## src/rtl/thr_mix_pkg.sv

```systemverilog
`default_nettype none

package thr_mix_pkg;

    // Fixed geometry
    localparam int AXIS_COUNT      = 6;
    localparam int MOTOR_COUNT_DEF = 6;

    // Datapath widths
    localparam int DATA_W     = 16;
    localparam int CFG_DATA_W = 16;
    localparam int ACC_W      = 34;   // six Q.29 products, exact
    localparam int X_W        = 31;   // clamped sum, [-2^29, 2^29]
    localparam int OPB_W      = 17;
    localparam int PROD_W     = X_W + OPB_W;
    localparam int FRAC_BITS  = 29;

    localparam logic signed [ACC_W-1:0] ACC_ONE = ACC_W'(1) <<< FRAC_BITS;

    // Pulse constants in microseconds
    localparam logic [15:0] IDLE_ONE_WAY   = 16'd1000;
    localparam logic [15:0] IDLE_TWO_WAY   = 16'd1500;
    localparam logic [15:0] CENTRE_TWO_WAY = 16'd1500;

    // Register reset values
    localparam logic        RST_ESC_MODE     = 1'b0;
    localparam logic [14:0] RST_YAW_DEADZONE = 15'd0;
    localparam logic [15:0] RST_PULSE_BASE   = 16'd1000;
    localparam logic [15:0] RST_PULSE_SPAN   = 16'd1000;

    // Configuration register index
    typedef enum logic [1:0] {
        CFG_ESC_MODE     = 2'd0,
        CFG_YAW_DEADZONE = 2'd1,
        CFG_PULSE_BASE   = 2'd2,
        CFG_PULSE_SPAN   = 2'd3
    } t_cfg_idx;

    // Request kind
    localparam logic KIND_LOAD = 1'b0;
    localparam logic KIND_MIX  = 1'b1;

    typedef struct packed {
        logic               kind;
        logic        [2:0]  motor_index;
        logic        [2:0]  axis_index;
        logic signed [15:0] factor_value;
        logic signed [15:0] roll_demand;
        logic signed [15:0] pitch_demand;
        logic signed [15:0] yaw_demand;
        logic signed [15:0] throttle_demand;
        logic signed [15:0] forward_demand;
        logic signed [15:0] lateral_demand;
        logic               armed;
        logic               stabilize_mode;
    } t_in_req;

    typedef struct packed {
        logic [2:0]  motor_number;
        logic [15:0] pulse_width;
        logic        last_motor;
    } t_out_res;

endpackage

`default_nettype wire

```

## src/rtl/thruster_mix_to_pwm_core.sv

```systemverilog
// Six-axis thruster mixer with PWM pulse-width output.
// Input channel (i_in_valid / o_in_stall, i_in_req): a load request writes
// one factor of the motor x axis table and does not stall the input; a mix request
// produces MOTOR_COUNT results, motors in ascending order, last_motor set on
// the final one. Output channel (o_out_valid / i_out_stall, o_out_res) is
// held in an output register and stays stable while stalled.
// Armed mix, per motor: six multiply-accumulates through the one shared
// 31x17 multiplier fed by the single read port of the factor memory, a
// drain of the MAC pipeline, a clamp and one more pass through the same
// multiplier for the pulse scaling. Disarmed mix: one result per cycle
// while the output is not stalled.
// o_in_stall is high from an accepted mix until its last result has been
// placed in the output register. A stalled receiver holds the sequencer in
// its emit step, so no result is dropped.
// Reset (synchronous, i_rst_n low): sequencer idle, output empty, all
// factors read as zero, registers at one-way ESC mode, yaw deadzone 0,
// pulse base 1000, pulse span 1000. Config writes are taken any cycle
// and must only be issued while the block is idle.
`default_nettype none

module thruster_mix_to_pwm_core #(
    parameter int MOTOR_COUNT = thr_mix_pkg::MOTOR_COUNT_DEF
) (
    input  wire logic                                 i_clk,
    input  wire logic                                 i_rst_n,
    input  wire logic                                 i_in_valid,
    output logic                                      o_in_stall,
    input  wire thr_mix_pkg::t_in_req                 i_in_req,
    output logic                                      o_out_valid,
    input  wire logic                                 i_out_stall,
    output thr_mix_pkg::t_out_res                     o_out_res,
    input  wire logic                                 i_cfg_we,
    input  wire thr_mix_pkg::t_cfg_idx                i_cfg_idx,
    input  wire logic [thr_mix_pkg::CFG_DATA_W-1:0]   i_cfg_data
);
    import thr_mix_pkg::*;

    localparam int DEPTH = MOTOR_COUNT * AXIS_COUNT;
    localparam int AW    = $clog2(DEPTH);

    typedef enum logic [2:0] {
        S_IDLE,
        S_MAC,
        S_DRAIN,
        S_CLAMP,
        S_SCALE,
        S_EMIT
    } t_state;

    t_state                    r_state;
    logic                      r_esc;
    logic        [14:0]        r_dz;
    logic        [15:0]        r_tmin;
    logic        [15:0]        r_trange;
    logic signed [15:0]        r_dem [AXIS_COUNT];
    logic signed [15:0]        r_dem_q;
    logic                      r_armed;
    logic        [2:0]         r_mot;
    logic        [2:0]         r_ax;
    logic        [AW-1:0]      r_addr;
    logic                      r_p1;
    logic                      r_p2;
    logic signed [PROD_W-1:0]  r_prod;
    logic signed [ACC_W-1:0]   r_acc;
    logic signed [X_W-1:0]     r_x;
    logic                      r_out_valid;
    t_out_res                  r_out_res;

    logic                      w_accept;
    logic                      w_we;
    logic        [5:0]         w_waddr_full;
    logic signed [15:0]        w_factor;
    logic signed [15:0]        w_yaw;
    logic signed [16:0]        w_yaw_ext;
    logic        [16:0]        w_yaw_mag;
    logic                      w_dz_hit;
    logic signed [15:0]        w_dz_pos;
    logic signed [15:0]        w_yaw_adj;
    logic signed [X_W-1:0]     w_mul_a;
    logic signed [OPB_W-1:0]   w_mul_b;
    logic signed [PROD_W-1:0]  w_mul;
    logic signed [PROD_W-1:0]  w_base;
    logic signed [PROD_W-1:0]  w_num;
    logic signed [PROD_W-1:0]  w_q;
    logic        [15:0]        n_pw;
    logic                      w_out_free;
    logic                      w_last;

    assign w_accept   = i_in_valid && !o_in_stall;
    assign w_out_free = !r_out_valid || !i_out_stall;
    assign w_last     = (r_mot == 3'(MOTOR_COUNT - 1));

    // Load address and range check
    assign w_waddr_full = 6'(i_in_req.motor_index) * 6'(AXIS_COUNT)
                        + 6'(i_in_req.axis_index);
    assign w_we = w_accept && (i_in_req.kind == KIND_LOAD)
               && ({1'b0, i_in_req.motor_index} < 4'(MOTOR_COUNT))
               && (i_in_req.axis_index < 3'(AXIS_COUNT));

    thr_mix_fmem #(
        .DEPTH (DEPTH)
    ) u_fmem (
        .i_clk   (i_clk),
        .i_rst_n (i_rst_n),
        .i_we    (w_we),
        .i_waddr (w_waddr_full[AW-1:0]),
        .i_wdata (i_in_req.factor_value),
        .i_re    (r_state == S_MAC),
        .i_raddr (r_addr),
        .o_rdata (w_factor)
    );

    // Yaw deadzone in stabilize mode with no forward demand; zero goes to plus
    assign w_yaw     = i_in_req.yaw_demand;
    assign w_yaw_ext = {w_yaw[15], w_yaw};
    assign w_yaw_mag = w_yaw[15] ? 17'(-w_yaw_ext) : 17'(w_yaw_ext);
    assign w_dz_hit  = i_in_req.stabilize_mode && (i_in_req.forward_demand == 16'sd0)
                    && (w_yaw_mag < {2'b00, r_dz});
    assign w_dz_pos  = $signed({1'b0, r_dz});
    assign w_yaw_adj = !w_dz_hit ? w_yaw : (w_yaw[15] ? -w_dz_pos : w_dz_pos);

    // Shared multiplier: demand x factor, or clamped sum x pulse span
    always_comb begin
        if (r_state == S_SCALE) begin
            w_mul_a = r_x;
            w_mul_b = $signed({1'b0, r_trange});
        end else begin
            w_mul_a = {{(X_W - 16){r_dem_q[15]}}, r_dem_q};
            w_mul_b = {w_factor[15], w_factor};
        end
    end
    assign w_mul = w_mul_a * w_mul_b;

    // Pulse scaling and saturation, idle pulse when disarmed
    assign w_base = r_esc ? (PROD_W'(CENTRE_TWO_WAY) << (FRAC_BITS + 1))
                          : (PROD_W'(r_tmin) << FRAC_BITS);
    assign w_num  = w_base + r_prod;
    assign w_q    = r_esc ? (w_num >>> (FRAC_BITS + 1)) : (w_num >>> FRAC_BITS);

    always_comb begin
        if (!r_armed) begin
            n_pw = r_esc ? IDLE_TWO_WAY : IDLE_ONE_WAY;
        end else if (w_num[PROD_W-1]) begin
            n_pw = 16'd0;
        end else if (|w_q[PROD_W-1:16]) begin
            n_pw = 16'hFFFF;
        end else begin
            n_pw = w_q[15:0];
        end
    end

    // Configuration registers
    always_ff @(posedge i_clk) begin
        if (!i_rst_n) begin
            r_esc    <= RST_ESC_MODE;
            r_dz     <= RST_YAW_DEADZONE;
            r_tmin   <= RST_PULSE_BASE;
            r_trange <= RST_PULSE_SPAN;
        end else if (i_cfg_we) begin
            case (i_cfg_idx)
                CFG_ESC_MODE:     r_esc    <= i_cfg_data[0];
                CFG_YAW_DEADZONE: r_dz     <= i_cfg_data[14:0];
                CFG_PULSE_BASE:   r_tmin   <= i_cfg_data[15:0];
                CFG_PULSE_SPAN:   r_trange <= i_cfg_data[15:0];
                default: begin
                end
            endcase
        end
    end

    // Sequencer, MAC pipeline and output register
    always_ff @(posedge i_clk) begin
        if (!i_rst_n) begin
            r_state     <= S_IDLE;
            r_p1        <= 1'b0;
            r_p2        <= 1'b0;
            r_out_valid <= 1'b0;
            r_armed     <= 1'b0;
            r_mot       <= '0;
            r_ax        <= '0;
        end else begin
            // read -> multiply -> accumulate
            r_p1 <= (r_state == S_MAC);
            r_p2 <= r_p1;
            if (r_p1 || (r_state == S_SCALE)) begin
                r_prod <= w_mul;
            end
            if (r_p2) begin
                r_acc <= r_acc + $signed(r_prod[ACC_W-1:0]);
            end

            if (o_out_valid && !i_out_stall) begin
                r_out_valid <= 1'b0;
            end

            case (r_state)
                S_IDLE: begin
                    if (w_accept && (i_in_req.kind == KIND_MIX)) begin
                        r_dem[0] <= i_in_req.roll_demand;
                        r_dem[1] <= i_in_req.pitch_demand;
                        r_dem[2] <= w_yaw_adj;
                        r_dem[3] <= i_in_req.throttle_demand;
                        r_dem[4] <= i_in_req.forward_demand;
                        r_dem[5] <= i_in_req.lateral_demand;
                        r_armed  <= i_in_req.armed;
                        r_mot    <= '0;
                        r_ax     <= '0;
                        r_addr   <= '0;
                        r_acc    <= '0;
                        r_state  <= i_in_req.armed ? S_MAC : S_EMIT;
                    end
                end
                S_MAC: begin
                    // issue one factor read per cycle
                    r_dem_q <= r_dem[r_ax];
                    r_addr  <= r_addr + AW'(1);
                    if (r_ax == 3'(AXIS_COUNT - 1)) begin
                        r_ax    <= '0;
                        r_state <= S_DRAIN;
                    end else begin
                        r_ax <= r_ax + 3'd1;
                    end
                end
                S_DRAIN: begin
                    if (!r_p1 && !r_p2) begin
                        r_state <= S_CLAMP;
                    end
                end
                S_CLAMP: begin
                    if (r_acc > ACC_ONE) begin
                        r_x <= X_W'(ACC_ONE);
                    end else if (r_acc < -ACC_ONE) begin
                        r_x <= X_W'(-ACC_ONE);
                    end else begin
                        r_x <= r_acc[X_W-1:0];
                    end
                    r_state <= S_SCALE;
                end
                S_SCALE: begin
                    r_state <= S_EMIT;
                end
                S_EMIT: begin
                    if (w_out_free) begin
                        r_out_valid            <= 1'b1;
                        r_out_res.motor_number <= r_mot;
                        r_out_res.pulse_width  <= n_pw;
                        r_out_res.last_motor   <= w_last;
                        if (w_last) begin
                            r_state <= S_IDLE;
                        end else begin
                            r_mot   <= r_mot + 3'd1;
                            r_acc   <= '0;
                            r_state <= r_armed ? S_MAC : S_EMIT;
                        end
                    end
                end
                default: begin
                    r_state <= S_IDLE;
                end
            endcase
        end
    end

    assign o_in_stall  = (r_state != S_IDLE);
    assign o_out_valid = r_out_valid;
    assign o_out_res   = r_out_res;

endmodule

`default_nettype wire

```

## src/rtl/thr_mix_fmem.sv

```systemverilog
`default_nettype none

// Factor table: one write port, one registered read port.
// Per-entry valid bits make unwritten entries read as zero after reset.
module thr_mix_fmem #(
    parameter int DEPTH = thr_mix_pkg::MOTOR_COUNT_DEF * thr_mix_pkg::AXIS_COUNT
) (
    input  wire logic                                 i_clk,
    input  wire logic                                 i_rst_n,
    input  wire logic                                 i_we,
    input  wire logic [$clog2(DEPTH)-1:0]             i_waddr,
    input  wire logic [thr_mix_pkg::DATA_W-1:0]       i_wdata,
    input  wire logic                                 i_re,
    input  wire logic [$clog2(DEPTH)-1:0]             i_raddr,
    output logic      [thr_mix_pkg::DATA_W-1:0]       o_rdata
);
    import thr_mix_pkg::*;

    logic [DATA_W-1:0] r_mem [DEPTH];
    logic [DEPTH-1:0]  r_vld;
    logic [DATA_W-1:0] r_rdata;
    logic              r_rvld;

    // Storage write
    always_ff @(posedge i_clk) begin
        if (i_we) begin
            r_mem[i_waddr] <= i_wdata;
        end
    end

    // Valid bits, cleared by reset
    always_ff @(posedge i_clk) begin
        if (!i_rst_n) begin
            r_vld <= '0;
        end else if (i_we) begin
            r_vld[i_waddr] <= 1'b1;
        end
    end

    // Registered read
    always_ff @(posedge i_clk) begin
        if (i_re) begin
            r_rdata <= r_mem[i_raddr];
            r_rvld  <= r_vld[i_raddr];
        end
    end

    assign o_rdata = r_rvld ? r_rdata : '0;

endmodule

`default_nettype wire

```

## config.mk

```make
export PLATFORM = sky130hd
export DESIGN_NAME = thruster_mix_to_pwm_core
export DESIGN_NICKNAME = d
export VERILOG_FILES = /design/src/rtl/thr_mix_pkg.sv /design/src/rtl/thruster_mix_to_pwm_core.sv /design/src/rtl/thr_mix_fmem.sv
export SDC_FILE = /design/constraint.sdc
export NUM_CORES = 2
export LEC_CHECK = 0
export BUFFER_PORTS_ARGS = -buffer_cell sky130_fd_sc_hd__buf_2
export CELL_PAD_IN_SITES_DETAIL_PLACEMENT = 1
export CELL_PAD_IN_SITES_GLOBAL_PLACEMENT = 1
export CORE_MARGIN = 4
export CORE_UTILIZATION = 55
export CTS_CLUSTER_SIZE = 25
export DETAILED_ROUTE_END_ITERATION = 6
export PLACE_DENSITY_LB_ADDON = 0.3
export SLEW_MARGIN = 20
export SYNTH_ARGS = -nofsm -noshare
export SYNTH_HDL_FRONTEND = slang
export SYNTH_SLANG_ARGS = --single-unit
```

## constraint.sdc

```tcl
create_clock -name i_clk -period 13.4 [get_ports i_clk]
set_input_delay 1.34 -clock i_clk [delete_from_list [all_inputs] [get_ports i_clk]]
set_output_delay 1.34 -clock i_clk [all_outputs]
set_load 0.01 [all_outputs]
```

==> summary.txt <==
Logic synthesis
  • EDFF count, synth: 844
  • Syn Area/Cell: 12.6 sq um
  • Post-synthesis sequential area ratio: 47.3%
  • Cell area after synthesis: 0.0577 sq mm
  • Synth Register Bits: 941
  • Syn_nets: 5424
  • Post-synthesis cell type count: 77
  • Main synth FF type: edfxtp_1
  • Fraction of registers with async set/reset: 0%
  • Synth warnings: 0
  • Mapped Cells: 4583

Floorplan
  • Core Area: 0.104 sq mm
  • Core Rows: 118
  • Initial Utilization: 55.5%
  • Chip Width: 332 microns
  • Die area: 0.110 sq mm
  • I/O pin count: 166
  • Die H: 332 microns

Critical path
  • CP Class: reg2reg
  • CP Capture Type: register
  • CP max stage delay: 930 ps
  • Crit-path max FO: 80
  • Crit-path slowest cell: a21o_1
  • WP data required: 13820 ps
  • CP Data Arrival Time: 9550 ps
  • Crit path top cell by count: fa_1
  • Worst Setup Start Kind: register
  • Crit-path cells: nor2_1 > and2_2 > buf_4 > a21o_1 > nand2_1 > fa_1 > fa_1 > fa_1 > inv_1 > fa_1 > fa_1 > inv_1 > fa_1 > inv_1 > ha_1 > nand4_1 > nor2_1 > nand2_1 > a21oi_1 > o21ai_0 > o21ai_0 > nand4_1 > o21ai_0 > xor2_1

Run
  • Max-cap violation count: 0

Final layout
  • Share of cells above drive strength 1: 13.5%
  • Final std cells w/o fill: 6197
  • Area Overhead vs Synth: 10.2%
  • Filler cells: 10235
  • Fin nets: 5565
  • Util after Layout: 61.2%

Clock network
  • Clock sinks: 941
  • Clock latency at the later pin of the worst-skew pair: 720 ps
  • CTS max path bufs: 3
  • Cts repair resizes: 0
  • CTS root buffer: clkbuf_16
  • Total CTS buffers: 96
  • H-Tree Depth: 3
  • CTS Hold Buffers Added: 0
  • Setup bufs post-CTS: 0
  • CTS tree: done
  • Clock Pin Slew Worst Setup and Hold Paths: 60 ps

Placement
  • HPWL Detailed: 123000 microns
  • Port bufs: 165
  • Placer Congestion: 0.915
  • Total instance count after detailed placement: 6005

Routing
  • Final WL: 183000 microns
  • DRC: 0
  • Top sig layer: met5
  • Routed met1 length: 66100 microns
  • Post-route antenna net violation count: 0
  • DRT Pass-1 Iters: 5
  • DR vias: 38679
  • Wire per inst: 29.5 microns
  • DR WL met2: 91500 microns
  • Initial DRC Count: 4444
  • Via density: 6.24
  • Routed length on met3: 15400 microns

Timing
  • Setup TNS: 0 ps
  • Crit share post-route: 68.1%
  • Final Max Slew Viols: 0
  • Max frequency: 0.110 GHz
  • Slew @ Worst Pin: 1140 ps
  • Min Tclk post-route: 9130 ps
  • Hold Vio Cnt, Final: 0
  • Clock skew: 55.3 ps
  • RSZ-0062 raised after global routing: false
  • Slew headroom: 21.8%
  • Setup violators final: 0

Global route
  • Number of global-route vias before repair: 42562
  • First-pass GRT wire length: 275000 microns
  • GRT overflow: 0
  • Antenna violations before repair: 11
  • Total Routing Usage GR: 33.5%
  • Largest net degree at the start of global routing: 141

Status
  • Status: finished clean

Min path
  • Hold Path Class: reg2reg
## through the flow
| step | setup WS (ps) | hold WS (ps) | area, sq um |
|---|---|---|---|
| floorplan | 5920 | 431 | 57700 |
| global placement | 4470 | 442 | 60200 |
| detailed placement | 4230 | 451 | 60200 |
| CTS | 4230 | 477 | 63500 |
| global route | 3870 | 509 | 63600 |
| finish | 4270 | 478 | 63600 |
## flip-flops by register name (all words and copies together) (netlist names), 3 cells and up
| name | flops |
|---|---|
| r_dem_q | 16 |
| r_state | 3 |
| r_mot | 3 |
| r_x | 31 |
| u_fmem.r_vld | 36 |
| r_trange | 16 |
| u_fmem.r_mem | 576 |
| r_dem | 96 |
| o_out_res | 20 |
| r_tmin | 16 |
| r_addr | 6 |
| r_ax | 3 |
| u_fmem.r_rdata | 16 |
| r_prod | 48 |
| r_acc | 34 |
| r_dz | 15 |
## cell type report
| cell class | count | area [sq um] | share of cell area, % |
|---|---|---|---|
| Multi-Input combinational cell | 2887 | 27700 | 43.5 |
| Sequential cell | 941 | 27300 | 42.9 |
| Clock buffer | 130 | 2630 | 4.13 |
| Inverter | 553 | 2080 | 3.27 |
| Tap cell | 1380 | 1730 | 2.71 |
| Timing Repair Buffer | 245 | 1470 | 2.31 |
| Clock inverter | 52 | 729 | 1.15 |
| Antenna cell | 9 | 22.5 | 0.0354 |
## routing by layer
layer  track usage [%]  vias up
li1                  -    16005
met1              41.6    20165
met2              57.2     2028
met3              6.48      475
met4              15.1        6
met5                 0        -
## critical path, delay by kind of cell (launching register included)
family | cells | cell delay [ps]
and+or+nand+nor | 7 | 1340
buffers and inverters | 4 | 900
AOI/OAI and AO/OA | 5 | 2510
adders and majority gates | 7 | 3560
DFF | 1 | 390
xor gates and xnor gates | 1 | 90
## path summary, 6_finish.rpt
| path | slack [ps] | endpoint | start | cells past startpoint |
|---|---|---|---|---|
| max | 4270 | r_prod[44] | r_state[0] | 24 |
| min | 480 | u_fmem.r_vld[23] | u_fmem.r_vld[23] | 2 |
| max reg2reg | 4270 | r_prod[44] | r_state[0] | 24 |
| min reg2reg | 480 | u_fmem.r_vld[23] | u_fmem.r_vld[23] | 2 |
## layout by cell type, fill, tap and decap left out, types with 86 or more instances in the layout
cell type and instances:
inv_1 548, o21ai_0 86, xnor2_1 93, fa_1 510, buf_2 165, nor2_1 486
mux4_2 197, a21oi_1 200, nand2_1 511, clkbuf_16 96, ha_1 187, a21o_1 86
dfxtp_1 95, edfxtp_1 844
## cells in the mapped netlist (17+ instances only)
cell type	n	area, sq um
ha_1	187	2340
a21o_1	86	646
fa_1	510	10200
and3_1	29	181
a211oi_1	18	135
mux2i_1	80	801
nand4_1	24	150
a21oi_1	207	1040
nor2_1	489	1840
nand3_1	43	215
xor2_1	30	263
o21ai_0	86	430
clkbuf_1	164	616
inv_1	548	2060
xnor2_1	93	815
nor3_1	17	85.1
buf_1	23	86.3
mux4_2	197	4440
nor2b_1	61	382
nand2_1	512	1920
dfxtp_1	97	1940
edfxtp_1	844	25300
## logic make-up after synthesis
| kind of cell | count (synthesis) | share of synthesized area [%] |
|---|---|---|
| adder cells (fa/ha/maj) | 697 | 21.7 |
| buffers and inverters | 755 | 4.96 |
| AO/OA/AOI/OAI | 507 | 5.44 |
| XOR/XNOR | 123 | 1.87 |
| AND/OR/NAND/NOR | 1268 | 9.37 |
| multiplexers | 292 | 9.36 |
| flip-flops | 941 | 47.3 |
Power is not shown: default switching activity piles up to over one toggle a cycle in this logic, so the estimate is an artifact.
